<file path="src/rtl/ed_erd_pkg.sv">
// Package for the ED-escaped run-length decoder.
// Holds field widths, byte codes, parser phases, finish codes and the result type.
// No dependencies; every other file of the block imports it.
`default_nettype none

package ed_erd_pkg;

  // Field widths.
  localparam int BYTE_W   = 8;
  localparam int COUNT_W  = 9;
  localparam int OFFSET_W = 16;
  localparam int KIND_W   = 2;

  // Byte codes of the scheme.
  localparam logic [BYTE_W-1:0] ESC_BYTE  = 8'hED;
  localparam logic [BYTE_W-1:0] MARK_BYTE = 8'h00;

  // Output byte limit after reset.
  localparam logic [OFFSET_W-1:0] MAX_LENGTH_RESET = 16'd16384;

  // Finish codes carried by each result.
  localparam logic [KIND_W-1:0] FK_RUN  = 2'd0;
  localparam logic [KIND_W-1:0] FK_END  = 2'd1;
  localparam logic [KIND_W-1:0] FK_FULL = 2'd2;

  // Parser phase.
  typedef enum logic [1:0] {
    PH_IDLE  = 2'd0,
    PH_ESC   = 2'd1,
    PH_ESC2  = 2'd2,
    PH_COUNT = 2'd3
  } phase_t;

  // One result item.
  typedef struct packed {
    logic [BYTE_W-1:0]   value;
    logic [COUNT_W-1:0]  count;
    logic [OFFSET_W-1:0] offset;
    logic [KIND_W-1:0]   kind;
    logic                last;
  } result_t;

endpackage

`default_nettype wire

</file>
<file path="src/rtl/ed_erd_if.sv">
// Channel interfaces of the ED-escaped run-length decoder: input bytes,
// results and the configuration write channel. Depends on ed_erd_pkg.
`default_nettype none

// Compressed byte channel.
interface ed_erd_in_if;
  import ed_erd_pkg::*;
  logic              valid;
  logic              ready;
  logic [BYTE_W-1:0] in_byte;
  logic              start_block;

  modport source (output valid, in_byte, start_block, input ready);
  modport sink   (input valid, in_byte, start_block, output ready);
endinterface

// Result channel.
interface ed_erd_out_if;
  import ed_erd_pkg::*;
  logic                valid;
  logic                ready;
  logic [BYTE_W-1:0]   out_value;
  logic [COUNT_W-1:0]  out_count;
  logic [OFFSET_W-1:0] out_offset;
  logic [KIND_W-1:0]   finish_kind;
  logic                last;

  modport source (output valid, out_value, out_count, out_offset, finish_kind, last,
                  input ready);
  modport sink   (input valid, out_value, out_count, out_offset, finish_kind, last,
                  output ready);
endinterface

// Configuration write channel for max_length.
interface ed_erd_cfg_if;
  import ed_erd_pkg::*;
  logic                valid;
  logic                ready;
  logic [OFFSET_W-1:0] max_length;

  modport source (output valid, max_length, input ready);
  modport sink   (input valid, max_length, output ready);
endinterface

`default_nettype wire

</file>
<file path="src/rtl/ed_escape_rle_decoder.sv">
// Top level of the ED-escaped run-length decoder: parser, block state and a
// four-entry result queue. Depends on ed_erd_pkg and the interfaces in ed_erd_if.sv.
`default_nettype none

// The decoder takes one compressed byte per cycle while the queue has room, giving
// zero, one or two result items (value, count, offset, finish kind, last). A run
// ED ED n v leaves as a single item with count n (256 for n = 0), capped at the
// room left below max_length; a lone ED before another byte gives two items, fewer
// at the limit. Each byte is decoded combinationally into a four-entry result
// queue, which accepts a byte whenever it has room for two items, so the sustained
// rate is one byte per cycle while results are taken as fast as they appear; two
// items of one byte leave one by one, as the output side sets the pace. start_block
// clears the block state before its byte is handled. The user must write max_length
// through the configuration channel only while idle; the block does not enforce it.

module ed_escape_rle_decoder (
  input  wire logic  clk,
  input  wire logic  rst,
  ed_erd_in_if.sink    in_stream,
  ed_erd_out_if.source out_stream,
  ed_erd_cfg_if.sink   cfg
);
  import ed_erd_pkg::*;

  localparam int QDEPTH = 4;
  localparam int QPTR_W = $clog2(QDEPTH);

  // Configuration and block state.
  logic [OFFSET_W-1:0] max_length;
  phase_t              phase;
  logic [BYTE_W-1:0]   last_literal;
  logic [BYTE_W-1:0]   run_count;
  logic [OFFSET_W-1:0] out_position;
  logic                finished;

  phase_t              phase_next;
  logic [BYTE_W-1:0]   last_literal_next;
  logic [BYTE_W-1:0]   run_count_next;
  logic [OFFSET_W-1:0] out_position_next;
  logic                finished_next;

  // Results of the current byte.
  result_t     res0;
  result_t     res1;
  logic [1:0]  res_num;

  // Result queue.
  result_t           queue [QDEPTH];
  logic [QPTR_W-1:0] wr_ptr;
  logic [QPTR_W-1:0] rd_ptr;
  logic [QPTR_W:0]   q_count;

  logic in_acc;
  logic out_acc;

  // Effective state after an optional start_block clear.
  phase_t              ph_e;
  logic [BYTE_W-1:0]   ll_e;
  logic [BYTE_W-1:0]   rc_e;
  logic [OFFSET_W-1:0] pos_e;
  logic                fin_e;
  logic [OFFSET_W-1:0] room;
  logic [COUNT_W-1:0]  run_len;
  logic [COUNT_W-1:0]  run_n;
  logic [BYTE_W-1:0]   b;

  assign cfg.ready       = 1'b1;
  assign in_stream.ready = (q_count <= (QPTR_W+1)'(QDEPTH - 2));
  assign in_acc          = in_stream.valid && in_stream.ready;
  assign out_acc         = out_stream.valid && out_stream.ready;

  // Configuration register.
  always_ff @(posedge clk) begin
    if (rst) begin
      max_length <= MAX_LENGTH_RESET;
    end else if (cfg.valid) begin
      max_length <= cfg.max_length;
    end
  end

  // Byte decode: next state and up to two results.
  always_comb begin
    b     = in_stream.in_byte;
    ph_e  = in_stream.start_block ? PH_IDLE  : phase;
    ll_e  = in_stream.start_block ? ESC_BYTE : last_literal;
    rc_e  = in_stream.start_block ? '0       : run_count;
    pos_e = in_stream.start_block ? '0       : out_position;
    fin_e = in_stream.start_block ? 1'b0     : finished;
    room  = (max_length > pos_e) ? (max_length - pos_e) : '0;

    run_len = (rc_e == '0) ? COUNT_W'(256) : {1'b0, rc_e};
    run_n   = ({{(OFFSET_W-COUNT_W){1'b0}}, run_len} < room) ? run_len
                                                              : room[COUNT_W-1:0];

    phase_next        = ph_e;
    last_literal_next = ll_e;
    run_count_next    = rc_e;
    out_position_next = pos_e;
    finished_next     = fin_e;
    res_num           = 2'd0;
    res0              = '0;
    res1              = '0;
    res0.offset       = pos_e;

    if (!fin_e) begin
      case (ph_e)
        PH_ESC: begin
          if (b == ESC_BYTE) begin
            phase_next = PH_ESC2;
          end else begin
            phase_next        = PH_IDLE;
            last_literal_next = b;
            if (room == '0) begin
              res0.kind     = FK_FULL;
              finished_next = 1'b1;
              res_num       = 2'd1;
            end else if (room == OFFSET_W'(1)) begin
              res0          = '{ESC_BYTE, COUNT_W'(1), pos_e, FK_FULL, 1'b0};
              out_position_next = pos_e + OFFSET_W'(1);
              finished_next = 1'b1;
              res_num       = 2'd1;
            end else begin
              // Escape byte first, then the following byte.
              res0 = '{ESC_BYTE, COUNT_W'(1), pos_e, FK_RUN, 1'b0};
              res1 = '{b, COUNT_W'(1), pos_e + OFFSET_W'(1),
                       (room == OFFSET_W'(2)) ? FK_FULL : FK_RUN, 1'b0};
              out_position_next = pos_e + OFFSET_W'(2);
              finished_next     = (room == OFFSET_W'(2));
              res_num           = 2'd2;
            end
          end
        end
        PH_ESC2: begin
          if (ll_e == MARK_BYTE && b == MARK_BYTE) begin
            // End marker: 00 ED ED 00.
            phase_next    = PH_IDLE;
            finished_next = 1'b1;
            res0.kind     = FK_END;
            res_num       = 2'd1;
          end else begin
            run_count_next = b;
            phase_next     = PH_COUNT;
          end
        end
        PH_COUNT: begin
          phase_next = PH_IDLE;
          res_num    = 2'd1;
          if (room == '0) begin
            res0.kind     = FK_FULL;
            finished_next = 1'b1;
          end else begin
            res0.value        = b;
            res0.count        = run_n;
            out_position_next = pos_e + OFFSET_W'(run_n);
            if (OFFSET_W'(run_n) == room) begin
              res0.kind     = FK_FULL;
              finished_next = 1'b1;
            end
          end
        end
        default: begin
          if (b == ESC_BYTE) begin
            phase_next = PH_ESC;
          end else begin
            phase_next        = PH_IDLE;
            last_literal_next = b;
            res_num           = 2'd1;
            if (room == '0) begin
              res0.kind     = FK_FULL;
              finished_next = 1'b1;
            end else begin
              res0.value        = b;
              res0.count        = COUNT_W'(1);
              out_position_next = pos_e + OFFSET_W'(1);
              if (room == OFFSET_W'(1)) begin
                res0.kind     = FK_FULL;
                finished_next = 1'b1;
              end
            end
          end
        end
      endcase
    end

    res0.last = (res_num == 2'd1);
    res1.last = 1'b1;
  end

  // Block state register, updated on each accepted byte.
  always_ff @(posedge clk) begin
    if (rst) begin
      phase        <= PH_IDLE;
      last_literal <= ESC_BYTE;
      run_count    <= '0;
      out_position <= '0;
      finished     <= 1'b0;
    end else if (in_acc) begin
      phase        <= phase_next;
      last_literal <= last_literal_next;
      run_count    <= run_count_next;
      out_position <= out_position_next;
      finished     <= finished_next;
    end
  end

  // Queue storage.
  always_ff @(posedge clk) begin
    if (in_acc) begin
      if (res_num != 2'd0) begin
        queue[wr_ptr] <= res0;
      end
      if (res_num == 2'd2) begin
        queue[wr_ptr + QPTR_W'(1)] <= res1;
      end
    end
  end

  // Queue pointers and fill count.
  always_ff @(posedge clk) begin
    if (rst) begin
      wr_ptr  <= '0;
      rd_ptr  <= '0;
      q_count <= '0;
    end else begin
      if (in_acc) begin
        wr_ptr <= wr_ptr + QPTR_W'(res_num);
      end
      if (out_acc) begin
        rd_ptr <= rd_ptr + QPTR_W'(1);
      end
      q_count <= q_count + (in_acc ? (QPTR_W+1)'(res_num) : '0)
                         - (out_acc ? (QPTR_W+1)'(1) : '0);
    end
  end

  // Head of the queue drives the result channel.
  assign out_stream.valid       = (q_count != '0);
  assign out_stream.out_value   = queue[rd_ptr].value;
  assign out_stream.out_count   = queue[rd_ptr].count;
  assign out_stream.out_offset  = queue[rd_ptr].offset;
  assign out_stream.finish_kind = queue[rd_ptr].kind;
  assign out_stream.last        = queue[rd_ptr].last;

endmodule

`default_nettype wire

</file>
<file path="src/flat_wrapper.sv">
// flat-port wrapper written by rule: the top's interface ports become plain ports
module ed_escape_rle_decoder_flat import ed_erd_pkg::*;
  (clk, rst, in_stream_valid, in_stream_in_byte, in_stream_start_block, in_stream_ready, out_stream_valid, out_stream_out_value, out_stream_out_count, out_stream_out_offset, out_stream_finish_kind, out_stream_last, out_stream_ready, cfg_valid, cfg_max_length, cfg_ready);
  ed_erd_in_if in_stream_i ();
  ed_erd_out_if out_stream_i ();
  ed_erd_cfg_if cfg_i ();
  input  wire logic clk;
  input  wire logic rst;
  input wire logic [$bits(in_stream_i.valid)-1:0] in_stream_valid;
  input wire logic [$bits(in_stream_i.in_byte)-1:0] in_stream_in_byte;
  input wire logic [$bits(in_stream_i.start_block)-1:0] in_stream_start_block;
  output wire logic [$bits(in_stream_i.ready)-1:0] in_stream_ready;
  output wire logic [$bits(out_stream_i.valid)-1:0] out_stream_valid;
  output wire logic [$bits(out_stream_i.out_value)-1:0] out_stream_out_value;
  output wire logic [$bits(out_stream_i.out_count)-1:0] out_stream_out_count;
  output wire logic [$bits(out_stream_i.out_offset)-1:0] out_stream_out_offset;
  output wire logic [$bits(out_stream_i.finish_kind)-1:0] out_stream_finish_kind;
  output wire logic [$bits(out_stream_i.last)-1:0] out_stream_last;
  input wire logic [$bits(out_stream_i.ready)-1:0] out_stream_ready;
  input wire logic [$bits(cfg_i.valid)-1:0] cfg_valid;
  input wire logic [$bits(cfg_i.max_length)-1:0] cfg_max_length;
  output wire logic [$bits(cfg_i.ready)-1:0] cfg_ready;
  assign in_stream_i.valid = in_stream_valid;
  assign in_stream_i.in_byte = in_stream_in_byte;
  assign in_stream_i.start_block = in_stream_start_block;
  assign in_stream_ready = in_stream_i.ready;
  assign out_stream_valid = out_stream_i.valid;
  assign out_stream_out_value = out_stream_i.out_value;
  assign out_stream_out_count = out_stream_i.out_count;
  assign out_stream_out_offset = out_stream_i.out_offset;
  assign out_stream_finish_kind = out_stream_i.finish_kind;
  assign out_stream_last = out_stream_i.last;
  assign out_stream_i.ready = out_stream_ready;
  assign cfg_i.valid = cfg_valid;
  assign cfg_i.max_length = cfg_max_length;
  assign cfg_ready = cfg_i.ready;
  ed_escape_rle_decoder u_core (.clk(clk), .rst(rst), .in_stream(in_stream_i), .out_stream(out_stream_i), .cfg(cfg_i));
endmodule
</file>
<file path="config.mk">
export PLATFORM = sky130hd
export DESIGN_NAME = ed_escape_rle_decoder_flat
export DESIGN_NICKNAME = d
export VERILOG_FILES = /design/src/rtl/ed_erd_pkg.sv /design/src/rtl/ed_erd_if.sv /design/src/rtl/ed_escape_rle_decoder.sv /design/src/flat_wrapper.sv
export SDC_FILE = /design/constraint.sdc
export NUM_CORES = 1
export LEC_CHECK = 0
export ABC_AREA = 1
export BUFFER_PORTS_ARGS = -buffer_cell sky130_fd_sc_hd__buf_4
export CORE_UTILIZATION = 45
export CTS_CLUSTER_SIZE = 10
export DETAILED_ROUTE_END_ITERATION = 10
export PLACE_DENSITY = 0.6
export SLEW_MARGIN = 10
export SYNTH_ARGS = -nofsm -noshare
export SYNTH_HDL_FRONTEND = slang
export SYNTH_SLANG_ARGS = --single-unit
</file>
<file path="constraint.sdc">
create_clock -name clk -period 15.24 [get_ports clk]
set_input_delay 0.762 -clock clk [delete_from_list [all_inputs] [get_ports clk]]
set_output_delay 0.762 -clock clk [all_outputs]
set_load 0.005 [all_outputs]
</file>
==> results.json <==
{
  "status": "completed",
  "layout_commonest_cell": "nand2_1",
  "cts_resized": 0,
  "async_reset_ff_share_pct": 0,
  "grt_overflow": 0,
  "via_count": 12452,
  "hold_viol": 0,
  "hold_start": "cfg_max_length[14]",
  "worst_path_max_delay_cell": "fa_1",
  "core_area_mm2": 0.0280,
  "cts_max_level": 1,
  "place_congestion": 0.917,
  "cts_buffers": 25,
  "rows": 61,
  "crit_path_end_kind": "flop",
  "drt-total-wl_um": 43000,
  "rsz0062_at_grt": "false",
  "wl_per_cell_um": 19.8,
  "io_buffers": 67,
  "drive_above_1_share_pct": 8.94,
  "n_antenna_cell": 0,
  "dieHeight_um": 171,
  "clock_latency_ns": 0.55,
  "skew_ns": 0.0148,
  "post-cts-setup-buffers": 0,
  "dpl_worst_slack_ns": 7.18,
  "instances_no_fill": 2178,
  "min_period_ns": 7.62,
  "hold_ws_ns": 0.421,
  "clockRootBuffer": "clkbuf_16",
  "tns_ns": 0,
  "synth-edff-count": 104,
  "setup_slack_ns": 7.62,
  "area_delta_synth_final_pct": 11.6,
  "ir_drop_v": 0.0000818,
  "crit_required_ns": 15.68,
  "p_leak_uw": 0.00609,
  "cp.arrival_ns": 8.06,
  "finalPower_uw": 2100,
  "die_width_um": 171,
  "ys_types": 53,
  "gr-usage-all-layers_pct": 29.8,
  "cp_max_fo": 22,
  "dieArea_mm2": 0.0293,
  "hpwl_um": 29700,
  "place_inst": 2135,
  "holdBufCountCts": 0,
  "max_freq_ghz": 0.131,
  "yosysWarnings": 0,
  "synth_cells": 1752,
  "hp-class": "in2reg",
  "cp-start-kind": "primary input",
  "grt_pass1_wl_um": 67100,
  "period_share_pct": 50.0,
  "cts.clk_slew.worst_paths_ns": 0.06,
  "start_util_pct": 46.0,
  "drt-pass1-iter-count": 5,
  "synth-seq-area-share_pct": 39.8,
  "initialDrtViolationCount": 1143,
  "slew-limit-headroom_pct": 18.5,
  "grt_start_max_net_pins": 74,
  "criticalPathCategory": "in2reg",
  "syn-mean-instance-area_um2": 7.35,
  "slowest_delay_ns": 0.43,
  "vias_per_cell": 5.72,
  "ys.flop_type": "edfxtp_1",
  "startpoint": "in_stream_start_block",
  "layout.nets": 1858,
  "drv_cap": 0,
  "io_pins": 69,
  "grt_pass1_vias": 11929,
  "critical_path.most_common_cell": "nand2_1",
  "drt.antenna.violating_nets": 0,
  "drc": 0,
  "drv_slew": 0,
  "p_per_area_mw_per_mm2": 146,
  "cts_tree": "yes",
  "setup_violations": 0,
  "ys_ff_latch": 204,
  "worst_slew_pin_slew_ns": 1.22,
  "postSynthNetCount": 1826,
  "netlist_area_mm2": 0.0129,
  "clkSinkCount": 204,
  "final_cell_mix": "nand2_1, nor2_1, inv_1, o21ai_0, o22ai_1",
  "cts_buffer_depth": 3,
  "antenna_found_initial": 0,
  "timing.rr.start": "u_core.out_position[0]$_SDFFE_PP0P_"
}
-- cell usage after synthesis (3+ instances only) --
master	number	area, µm²
o21ai_1	17	85.1
fa_1	3	60.1
buf_1	7	26.3
xor2_1	27	236
edfxtp_1	104	3120
o21ai_0	160	801
nand2_2	10	62.6
a21oi_1	93	465
nor3_1	9	45.0
clkinv_1	8	30.0
ha_1	41	513
nand3_1	69	345
o21bai_1	25	188
buf_6	8	90.1
nor4_1	9	56.3
nand2_1	300	1130
o22ai_1	123	769
nand3b_1	6	45.0
o31ai_1	3	22.5
o211ai_1	18	135
inv_1	197	739
clkbuf_1	43	161
and2_1	3	18.8
nand2_4	8	90.1
xnor2_1	6	52.6
inv_2	9	33.8
or2_2	5	31.3
nor2_1	267	1000
nand4_1	27	169
dfxtp_1	100	2000
buf_2	18	90.1
-- per-layer routing --
| metal | track usage (%) | vias up | part of all wire [%] |
|---|---|---|---|
| met1 | 39.6 | 5840 | 43 |
| met5 | 0 | - | 0 |
| met3 | 3.93 | 99 | 7.7 |
| met4 | 10.7 | 0 | 3.4 |
| li1 | - | 6019 | - |
| met2 | 49.7 | 494 | 46 |
-- critical path, delay by kind of cell --
family | cells | cell delay, ns
and+or+nand+nor | 28 | 3.45
adders and majority gates | 5 | 1.57
AOI/OAI and AO/OA | 5 | 1.07
buffers and inverters | 7 | 1.19
-- path summary, 6_finish.rpt --
kind	endpoint	slack (ns)	cells past startpoint
worst max-delay path	u_core.out_position[14]$_SDFFE_PP0P_	7.62	45
worst min-delay path	u_core.max_length[14]$_SDFFE_PP1P_	0.42	3
worst max register to register	u_core.out_position[14]$_SDFFE_PP0P_	8.00	43
worst min register to register	u_core.queue[2][0]$_SDFFE_PP1P_	0.47	2
-- cell families after synthesis --
| logic type | count (synthesis) | share of synthesized area [%] |
|---|---|---|
| AND/OR/NAND/NOR | 727 | 24.5 |
| AO/OA/AOI/OAI | 450 | 19.8 |
| buffers and inverters | 293 | 9.23 |
| other | 1 | 0.0291 |
| XOR/XNOR | 33 | 2.24 |
| flip-flops | 204 | 39.8 |
| adder cells (fa/ha/maj) | 44 | 4.45 |
-- area by class of cell --
class | instances | area (µm²)
Clock buffer | 40 | 702
Tap cell | 378 | 473
Timing Repair Buffer | 82 | 616
Sequential cell | 204 | 5130
Fill cell | 2866 | 13600
Multi-Input combinational cell | 1255 | 6570
Inverter | 216 | 815
Clock inverter | 3 | 80.1
-- metrics by stage --
step / instance area (µm²) / utilization, %
final: 14400 / 51.3
after global routing: 14400 / 51.3
after CTS: 14400 / 51.3
after detailed placement: 13600 / 48.6
after global placement: 13600 / 48.6
after floorplan: 12900 / -
-- power by group --
part / internal (µW) / switching [µW]
clock: 348 / 239
combinational: 281 / 509
sequential: 680 / 43.5
-- flip-flops by register name (all words and copies together) (netlist names), named ones only --
signal	count
u_core.rd_ptr	2
u_core.queue	144
u_core.wr_ptr	2
u_core.out_position	16
u_core.finished	1
u_core.run_count	8
u_core.max_length	16
u_core.q_count	3
u_core.last_literal	8
u_core.phase	2
No activity file was read; power rests on OpenSTA's default activity.
